$ cat src/rtl/core/uvm_pkg.sv
package uvm_pkg;

  localparam int FIELD_W = 24;
  localparam int ANG_W   = 34;
  localparam int CORD_W  = 28;
  localparam int SQ_W    = 48;
  localparam int ROOT_W  = 24;
  localparam int QW      = 27;
  localparam int WIDE_W  = 40;
  localparam int IDX_W   = 8;

  localparam logic [IDX_W-1:0] REG_MAP_TYPE  = 8'd0;
  localparam logic [IDX_W-1:0] REG_FACE_TOL  = 8'd1;

  typedef enum logic [1:0] {
    MAP_SPHERE   = 2'd0,
    MAP_PLANE    = 2'd1,
    MAP_CYLINDER = 2'd2,
    MAP_CUBOID   = 2'd3
  } map_t;

  typedef logic signed [FIELD_W-1:0] coord_t;

  typedef struct packed {
    map_t   map;
    coord_t x;
    coord_t y;
    coord_t z;
    coord_t u_alt;
    coord_t v_alt;
  } side_t;

  // atan(2^-i) in units of pi / 2^31
  function automatic logic signed [ANG_W-1:0] atan_ang(input int i);
    logic [31:0] t;
    case (i)
      0:  t = 32'h20000000;
      1:  t = 32'h12E4051E;
      2:  t = 32'h09FB385B;
      3:  t = 32'h051111D4;
      4:  t = 32'h028B0D43;
      5:  t = 32'h0145D7E1;
      6:  t = 32'h00A2F61E;
      7:  t = 32'h00517C55;
      8:  t = 32'h0028BE53;
      9:  t = 32'h00145F2F;
      10: t = 32'h000A2F98;
      11: t = 32'h000517CC;
      12: t = 32'h00028BE6;
      13: t = 32'h000145F3;
      14: t = 32'h0000A2FA;
      15: t = 32'h0000517D;
      16: t = 32'h000028BE;
      17: t = 32'h0000145F;
      18: t = 32'h00000A30;
      19: t = 32'h00000518;
      20: t = 32'h0000028C;
      21: t = 32'h00000146;
      22: t = 32'h000000A3;
      23: t = 32'h00000051;
      24: t = 32'h00000029;
      25: t = 32'h00000014;
      26: t = 32'h0000000A;
      27: t = 32'h00000005;
      28: t = 32'h00000003;
      29: t = 32'h00000001;
      30: t = 32'h00000001;
      default: t = 32'h00000000;
    endcase
    return signed'({2'b00, t});
  endfunction

  function automatic coord_t sat_coord(input logic signed [WIDE_W-1:0] v);
    if (v > 40'sd8388607) begin
      return 24'sh7FFFFF;
    end else if (v < -40'sd8388608) begin
      return 24'sh800000;
    end
    return v[FIELD_W-1:0];
  endfunction

endpackage

$ cat src/rtl/core/uvm_front.sv
module uvm_front #(
  parameter int FRAC_BITS = 16
) (
  input  logic                  clk,
  input  logic                  rst_n,
  input  logic                  en,
  input  logic                  in_vld,
  input  uvm_pkg::coord_t       x_in,
  input  uvm_pkg::coord_t       y_in,
  input  uvm_pkg::coord_t       z_in,
  input  uvm_pkg::map_t         map_in,
  input  logic [7:0]            tol_in,
  output logic                  out_vld,
  output logic [uvm_pkg::SQ_W-1:0] sum_out,
  output uvm_pkg::side_t        side_out
);
  import uvm_pkg::*;

  localparam logic signed [QW-1:0] ONE = 27'sd1 <<< FRAC_BITS;
  localparam logic signed [QW-1:0] Q1  = ONE >>> 2;
  localparam logic signed [QW-1:0] HLF = ONE >>> 1;
  localparam logic signed [QW-1:0] Q3  = (ONE >>> 1) + (ONE >>> 2);

  // stage 0: input capture
  logic   v0_r, v1_r, v2_r;
  coord_t x0_r, y0_r, z0_r;
  map_t   map0_r;
  logic [7:0] tol0_r;

  // stage 1: squares, face tests, quarters
  logic signed [SQ_W-1:0] sqx_r, sqy_r;
  logic [5:0] near_r;
  logic signed [QW-1:0] qx_r, qy_r, qnx_r, qny_r, qnz_r;
  coord_t x1_r, y1_r, z1_r, nz1_r;
  map_t   map1_r;

  logic [SQ_W-1:0] sum_r;
  side_t side_r;

  logic signed [SQ_W-1:0] sqx_nxt, sqy_nxt;
  logic signed [QW-1:0] xe, ye, ze, tol_s;
  logic [5:0] near_nxt;

  assign sqx_nxt = x0_r * x0_r;
  assign sqy_nxt = y0_r * y0_r;
  assign xe = QW'(x0_r);
  assign ye = QW'(y0_r);
  assign ze = QW'(z0_r);
  assign tol_s = signed'({19'd0, tol0_r});

  function automatic logic near_f(input logic signed [QW-1:0] c,
                                  input logic signed [QW-1:0] t,
                                  input logic signed [QW-1:0] tol);
    logic signed [QW-1:0] d;
    d = c - t;
    return (d <= tol) && (d >= -tol);
  endfunction

  always_comb begin
    near_nxt[0] = near_f(xe, -ONE, tol_s);
    near_nxt[1] = near_f(xe,  ONE, tol_s);
    near_nxt[2] = near_f(ye, -ONE, tol_s);
    near_nxt[3] = near_f(ye,  ONE, tol_s);
    near_nxt[4] = near_f(ze, -ONE, tol_s);
    near_nxt[5] = near_f(ze,  ONE, tol_s);
  end

  always_ff @(posedge clk) begin
    if (!rst_n) begin
      v0_r <= 1'b0;
      v1_r <= 1'b0;
      v2_r <= 1'b0;
    end else if (en) begin
      v0_r <= in_vld;
      v1_r <= v0_r;
      v2_r <= v1_r;
    end
  end

  always_ff @(posedge clk) begin
    if (en) begin
      x0_r   <= x_in;
      y0_r   <= y_in;
      z0_r   <= z_in;
      map0_r <= map_in;
      tol0_r <= tol_in;

      sqx_r  <= sqx_nxt;
      sqy_r  <= sqy_nxt;
      near_r <= near_nxt;
      qx_r   <= (xe + 27'sd2) >>> 2;
      qy_r   <= (ye + 27'sd2) >>> 2;
      qnx_r  <= (27'sd2 - xe) >>> 2;
      qny_r  <= (27'sd2 - ye) >>> 2;
      qnz_r  <= (27'sd2 - ze) >>> 2;
      x1_r   <= x0_r;
      y1_r   <= y0_r;
      z1_r   <= z0_r;
      nz1_r  <= sat_coord(-WIDE_W'(z0_r));
      map1_r <= map0_r;
    end
  end

  side_t side_nxt;
  logic signed [QW-1:0] cu, cv;

  always_comb begin
    cu = '0;
    cv = '0;
    if (near_r[0]) begin
      cu = qny_r - Q3;  cv = qnz_r;
    end else if (near_r[1]) begin
      cu = qy_r + Q1;   cv = qnz_r;
    end else if (near_r[2]) begin
      cu = qx_r - Q1;   cv = qnz_r - HLF;
    end else if (near_r[3]) begin
      cu = qnx_r - Q1;  cv = qnz_r + HLF;
    end else if (near_r[4]) begin
      cu = qx_r + Q3;   cv = qy_r;
    end else if (near_r[5]) begin
      cu = qx_r - Q1;   cv = qy_r;
    end
    side_nxt.map = map1_r;
    side_nxt.x   = x1_r;
    side_nxt.y   = y1_r;
    side_nxt.z   = z1_r;
    case (map1_r)
      MAP_PLANE: begin
        side_nxt.u_alt = x1_r;
        side_nxt.v_alt = y1_r;
      end
      MAP_CYLINDER: begin
        side_nxt.u_alt = '0;
        side_nxt.v_alt = nz1_r;
      end
      MAP_CUBOID: begin
        side_nxt.u_alt = sat_coord(WIDE_W'(cu));
        side_nxt.v_alt = sat_coord(WIDE_W'(cv));
      end
      default: begin
        side_nxt.u_alt = '0;
        side_nxt.v_alt = '0;
      end
    endcase
  end

  always_ff @(posedge clk) begin
    if (en) begin
      sum_r  <= $unsigned(sqx_r) + $unsigned(sqy_r);
      side_r <= side_nxt;
    end
  end

  assign out_vld  = v2_r;
  assign sum_out  = sum_r;
  assign side_out = side_r;

endmodule

$ cat config.mk
export PLATFORM = sky130hd
export DESIGN_NAME = uvm_front
export DESIGN_NICKNAME = d
export VERILOG_FILES = /design/src/rtl/core/uvm_pkg.sv /design/src/rtl/core/uvm_front.sv
export SDC_FILE = /design/constraint.sdc
export NUM_CORES = 2
export LEC_CHECK = 0
export BUFFER_PORTS_ARGS = -buffer_cell sky130_fd_sc_hd__buf_2
export CORE_MARGIN = 3
export CORE_UTILIZATION = 65
export DETAILED_ROUTE_END_ITERATION = 10
export GPL_ROUTABILITY_DRIVEN = 0
export PLACE_DENSITY = 0.86
export SLEW_MARGIN = 30
export SYNTH_ARGS = -nofsm -noshare
export SYNTH_HDL_FRONTEND = slang
export SYNTH_SLANG_ARGS = --single-unit
$ cat constraint.sdc
create_clock -name clk -period 13.36 [get_ports clk]
set_input_delay 2.672 -clock clk [delete_from_list [all_inputs] [get_ports clk]]
set_output_delay 2.672 -clock clk [all_outputs]
set_load 0.01 [all_outputs]
======== After elaboration in Yosys (flattened, before gate mapping) ========
Cells that the tools add are included.
storage, ports and cells
  logic and storage cells ................. 109
  bits of input ports ..................... 86
  output and inout port bits .............. 171
  flip-flop bits (word level) ............. 570
operators by class
  equality and inequality tests ........... 3
  reductions and logical operators ........ 6
  $mul .................................... 2
  magnitude comparators ................... 18
  add/sub/neg operators ................... 21
  multiplexer cells ....................... 31
operators with widths
  kind                      number
  $mux W27                  12
  $mux W24                  9
  $ge A25 B27 Y1            6
  $le A25 B9 Y1             6
  $pmux W48 S3              1
  $mul A24 B24 Y48          2
  $sub A24 B17 Y25 const B  3
  $sub A24 B18 Y25 const B  3
  $sub A3 B24 Y25 const A   3
  $gt A27 B24 Y1 const B    2
  $lt A27 B24 Y1 const B    2
  $add A24 B3 Y25 const B   2
  $add A23 B17 Y24 const B  2
  $add A48 B48 Y48          1
  $sub A23 B16 Y24 const B  2
  $sub A23 B17 Y24 const B  2
  $gt A40 B24 Y1 const B    1
  $lt A40 B24 Y1 const B    1
  $neg A24 Y40              1
  $neg A8 Y27               1
  $add A23 B16 Y24 const B  1
  $mux W1                   9
  $logic_and A1 B1 Y1       6
  $eq A2 B2 Y1 const B      2
  $eq A2 B1 Y1 const B      1

======== Longest topological paths before layout ========
  word-level depth ........................ 13
  depth in mapped cells ................... 30
  depth with buffers taken out ............ 28

======== Worst setup path after synthesis ========
Ideal clock, no wire load.
  path kind ............................... register to register
  start ................................... reg y0_r[23]
  end ..................................... reg sqy_r[47], data pin
  data required time ...................... 13100 ps
  setup time .............................. 260 ps
  buffers on the path ..................... 2
  clock period less this slack ............ 7601 ps
  data arrival time ....................... 7342 ps
  slack ................................... 5759 ps
  cell stages (with the launch flop) ...... 23
  cells stage by stage .................... edfxtp_1 > clkbuf_1 > buf_1 > nand2_1 > inv_1 > fa_1 > fa_1 > inv_1 > fa_1 > inv_1 > fa_1 > inv_1 > fa_1 > fa_1 > fa_1 > inv_1 > ha_1 > and3_1 > a22o_1 > a311o_1 > o21bai_1 > a21oi_1 > xnor2_1
between the ends
  cells in the longest elaborated chain, start to end .. 1
ends and longest elaborated chain
  item                    line             text
  start, declared         uvm_front.sv:26  coord_t x0_r, y0_r, z0_r;
  start signal, assigned  uvm_front.sv:83  y0_r <= y_in;
  $mul A24 B24 Y48        uvm_front.sv:45  assign sqy_nxt = y0_r * y0_r;
  named net sqy_nxt[47]   uvm_front.sv:40  logic signed [SQ_W-1:0] sqx_nxt, sqy_nxt;
  end signal, assigned    uvm_front.sv:89  sqy_r <= sqy_nxt;
  end, declared           uvm_front.sv:31  logic signed [SQ_W-1:0] sqx_r, sqy_r;
The timed path passes the listed nets, and every way through them passes these cells.
A chain may end at the register's enable or synchronous reset.

======== Worst setup path in the final report ========
  start ................................... reg y0_r[21]
  end ..................................... reg sqy_r[45], data pin
Same word-level chain as after synthesis.

==> flow_results.xml <==
<?xml version="1.0" encoding="UTF-8"?>
<metrics>
  <group name="synthesis">
    <metric name="cells_after_synth" unit="">6335</metric>
    <metric name="synth-seq-area-share" unit="%">25.60</metric>
    <metric name="yosysWarningCount" unit="">0</metric>
    <metric name="synth_ff_type" unit="">sky130_fd_sc_hd__edfxtp_1</metric>
    <metric name="synth.ff_latch_count" unit="">566</metric>
    <metric name="synth.mux.area_fraction" unit="%">0.3077</metric>
    <metric name="synth_compound_gate_area_share" unit="%">6.735</metric>
    <metric name="synth_most_common_cell" unit="">sky130_fd_sc_hd__inv_1</metric>
    <metric name="synth_fp_nets" unit="">8031</metric>
    <metric name="yosys.area_share.simple" unit="%">9.996</metric>
    <metric name="synth_top_family_by_area" unit="">adder cells</metric>
    <metric name="synth_async_sr_flop_share" unit="%">0</metric>
    <metric name="netlist_top_cells_count" unit="">1438 x sky130_fd_sc_hd__inv_1, 1119 x sky130_fd_sc_hd__fa_1, 563 x sky130_fd_sc_hd__edfxtp_1, 529 x sky130_fd_sc_hd__nand2_1, 491 x sky130_fd_sc_hd__ha_1</metric>
    <metric name="synth_xor_xnor_area_share" unit="%">4.862</metric>
    <metric name="yosysTopAreaCellShare" unit="%">33.79</metric>
    <metric name="synth.lib_cells_used.distinct" unit="">86</metric>
    <metric name="synth.area.top_cells" unit="">sky130_fd_sc_hd__fa_1 34%, sky130_fd_sc_hd__edfxtp_1 26%, sky130_fd_sc_hd__ha_1 9.3%, sky130_fd_sc_hd__inv_1 8.1%, sky130_fd_sc_hd__xnor2_1 3.5%</metric>
    <metric name="synth.cell_area" unit="sq um">66290</metric>
    <metric name="synth_top_cell_by_area" unit="">sky130_fd_sc_hd__fa_1</metric>
    <metric name="synth_adder_area_share" unit="%">43.06</metric>
    <metric name="synthesis.area_per_instance" unit="sq um">10.46</metric>
    <metric name="synth-edff-count" unit="">563</metric>
  </group>
  <group name="critical_path">
    <metric name="max_stage_delay" unit="ps">610</metric>
    <metric name="ff2ff_setup_slack" unit="ps">4550</metric>
    <metric name="critPathCaptureType" unit="">flop</metric>
    <metric name="path_class" unit="">reg2reg</metric>
    <metric name="slowest_stage" unit="">sky130_fd_sc_hd__a221oi_2</metric>
    <metric name="crit_family" unit="">adder cells</metric>
    <metric name="cp_num_buf_inv" unit="">8</metric>
    <metric name="crit_path_max_fanout" unit="">26</metric>
    <metric name="worst-endpoint-required" unit="ps">13720</metric>
    <metric name="timing.critical_path.mode_cell" unit="">sky130_fd_sc_hd__fa_1</metric>
    <metric name="setup.worst_path.start_class" unit="">flop</metric>
    <metric name="worst-endpoint-arrival" unit="ps">9180</metric>
  </group>
  <group name="place">
    <metric name="buffer_ports.inserted" unit="">256</metric>
    <metric name="place_hpwl" unit="mm">139.5</metric>
  </group>
  <group name="drt">
    <metric name="wl" unit="mm">183.9</metric>
    <metric name="drt_first_iter_violations" unit="">5566</metric>
    <metric name="wl_per_cell" unit="um">23.21</metric>
    <metric name="first_pass_iters" unit="">8</metric>
    <metric name="number_of_vias_per_cell" unit="">6.147</metric>
    <metric name="remaining_antenna_violation_count_after_routing" unit="">0</metric>
    <metric name="drc_errors" unit="">0</metric>
    <metric name="route.vias.total" unit="">48720</metric>
  </group>
  <group name="die">
    <metric name="row_count" unit="">116</metric>
    <metric name="core_area" unit="sq um">100600</metric>
    <metric name="floorplan.io_pins" unit="">257</metric>
    <metric name="die_area" unit="sq um">105800</metric>
    <metric name="vertical_die_dimension" unit="um">325.3</metric>
    <metric name="floorplan.initialDensity" unit="%">65.90</metric>
    <metric name="die-width" unit="um">325.3</metric>
  </group>
  <group name="sta">
    <metric name="max_freq" unit="GHz">0.1135</metric>
    <metric name="fin_tns_setup" unit="ps">0</metric>
    <metric name="slew-limit-headroom" unit="%">25.86</metric>
    <metric name="total_count_of_max_transition_violations_in_the_final_report" unit="">0</metric>
    <metric name="rsz0062_at_grt" unit="">false</metric>
    <metric name="timing.final.hold_violations" unit="">0</metric>
    <metric name="setup-violations-final" unit="">0</metric>
    <metric name="layout_worst_path_cycle_share" unit="%">65.95</metric>
    <metric name="crit_path_time_final" unit="ps">8811</metric>
    <metric name="timing_worst_slew_pin_value" unit="ps">1108</metric>
    <metric name="timing.clock.skew" unit="ps">51.79</metric>
  </group>
  <group name="cells_and_area">
    <metric name="layout.area.seq" unit="sq um">16970</metric>
    <metric name="area_growth_from_synthesis_to_final_layout" unit="%">7.290</metric>
    <metric name="layout-drive-gt1-share" unit="%">7.084</metric>
    <metric name="num-fill-cells" unit="">6618</metric>
    <metric name="final_net_count" unit="">8215</metric>
    <metric name="multi_input_comb_area" unit="sq um">43110</metric>
  </group>
  <group name="clocking">
    <metric name="number_of_clock_buffers_inserted_by_tritoncts" unit="">66</metric>
    <metric name="htree_levels" unit="">3</metric>
    <metric name="tritoncts_clock_tree" unit="">yes</metric>
    <metric name="clock_insertion_delay_worst_skew" unit="ps">680</metric>
    <metric name="cts_resized" unit="">0</metric>
    <metric name="cts.sink_count" unit="">566</metric>
    <metric name="clk_pin_slew_worst_paths" unit="ps">60</metric>
    <metric name="postCtsHoldBufs" unit="">0</metric>
    <metric name="max-clock-path-buffers" unit="">3</metric>
    <metric name="clock_tree.root_cell" unit="">sky130_fd_sc_hd__clkbuf_16</metric>
    <metric name="cts_post_setup_buffers_inserted" unit="">0</metric>
  </group>
  <group name="hold_path">
    <metric name="timing.hold.worst.class" unit="">reg2reg</metric>
  </group>
  <group name="grt">
    <metric name="grt_pass1_wl" unit="mm">287.8</metric>
    <metric name="grt_start_max_net_pins" unit="">102</metric>
    <metric name="antenna_found_initial" unit="">9</metric>
    <metric name="via_count_of_the_first_global_routing_pass" unit="">52560</metric>
    <metric name="grt.total_usage" unit="%">35.50</metric>
    <metric name="gr-total-overflow" unit="">0</metric>
  </group>
  <group name="outcome">
    <metric name="run_status" unit="">complete, no violations</metric>
  </group>
  <group name="job">
    <metric name="max-cap-violations" unit="">0</metric>
  </group>
</metrics>
## cells in the final DEF (no fill, tap or decap), types with 47 or more instances in the layout
cell / count
sky130_fd_sc_hd__inv_1: 1438
sky130_fd_sc_hd__fa_1: 1119
sky130_fd_sc_hd__edfxtp_1: 563
sky130_fd_sc_hd__nand2_1: 529
sky130_fd_sc_hd__ha_1: 491
sky130_fd_sc_hd__nor2_1: 284
sky130_fd_sc_hd__xnor2_1: 264
sky130_fd_sc_hd__buf_2: 255
sky130_fd_sc_hd__a21oi_1: 187
sky130_fd_sc_hd__and2_1: 168
sky130_fd_sc_hd__o21ai_0: 166
sky130_fd_sc_hd__a21o_1: 112
sky130_fd_sc_hd__nand3_1: 111
sky130_fd_sc_hd__xor2_1: 104
sky130_fd_sc_hd__nor3_1: 74
sky130_fd_sc_hd__buf_4: 68
sky130_fd_sc_hd__clkbuf_16: 67
sky130_fd_sc_hd__nor2b_1: 47
## layout make-up
class	count	share of cell area (%)
tap	1357	2.387
inverter	1453	7.669
clock buffer	79	2.421
clock inverter	34	0.4275
sequential	566	23.86
antenna	5	0.01759
timing repair buffer	329	2.613
multi-input combinational	4103	60.61
## flip-flops by register name, indices dropped and copies added, names as in the netlist, 24 cells and up
| signal | count |
|---|---|
| side_out | 122 |
| sum_out | 48 |
| sqx_r | 47 |
| sqy_r | 47 |
| nz1_r | 24 |
| x0_r | 24 |
| y0_r | 24 |
| z0_r | 24 |
| z1_r | 24 |
## kinds of logic (layout without fill, tap and decap cells)
| family | after synthesis | after routing |
|---|---|---|
| buffers and inverters | 1666 | 1895 |
| adders and majority gates | 1610 | 1610 |
| and+or+nand+nor | 1410 | 1410 |
| AOI/OAI and AO/OA | 695 | 695 |
| DFF | 566 | 566 |
| xor gates and xnor gates | 368 | 368 |
| muxes | 20 | 20 |
| other | 0 | 5 |
## metal layers
| metal | part of all wire (%) | vias to the layer above | GRT usage (%) |
|---|---|---|---|
| met5 | 0.043 | - | 0 |
| met4 | 7.1 | 8 | 20.11 |
| met3 | 12 | 964 | 10.18 |
| met2 | 47 | 3367 | 56.76 |
| met1 | 34 | 24060 | 43.57 |
| li1 | - | 20320 | - |
## worst paths after layout
path | startpoint | endpoint | cells past startpoint
worst max-delay path | y0_r[21] | sqy_r[45] | 27
worst min-delay path | z1_r[19] | side_out[67] | 0
worst max register to register | y0_r[21] | sqy_r[45] | 27
worst min register to register | z1_r[19] | side_out[67] | 0
## metrics by stage
stage,utilization (%),instance area (sq um),hold WS (ps),cells,worst slack (ps)
2_1_floorplan,-,66290,400.3,6335,5759
3_3_place_gp,68.65,69050,400.5,7808,5041
3_5_place_dp,68.65,69050,404.5,7808,4776
4_1_cts,70.67,71080,417.7,7921,4656
5_1_grt,70.70,71110,425.0,7921,4175
6_report,70.71,71120,417.5,7926,4549
Power is left out: the tool's default activity adds up to more than one toggle a clock period on the data nets, which glitch-free logic cannot reach.
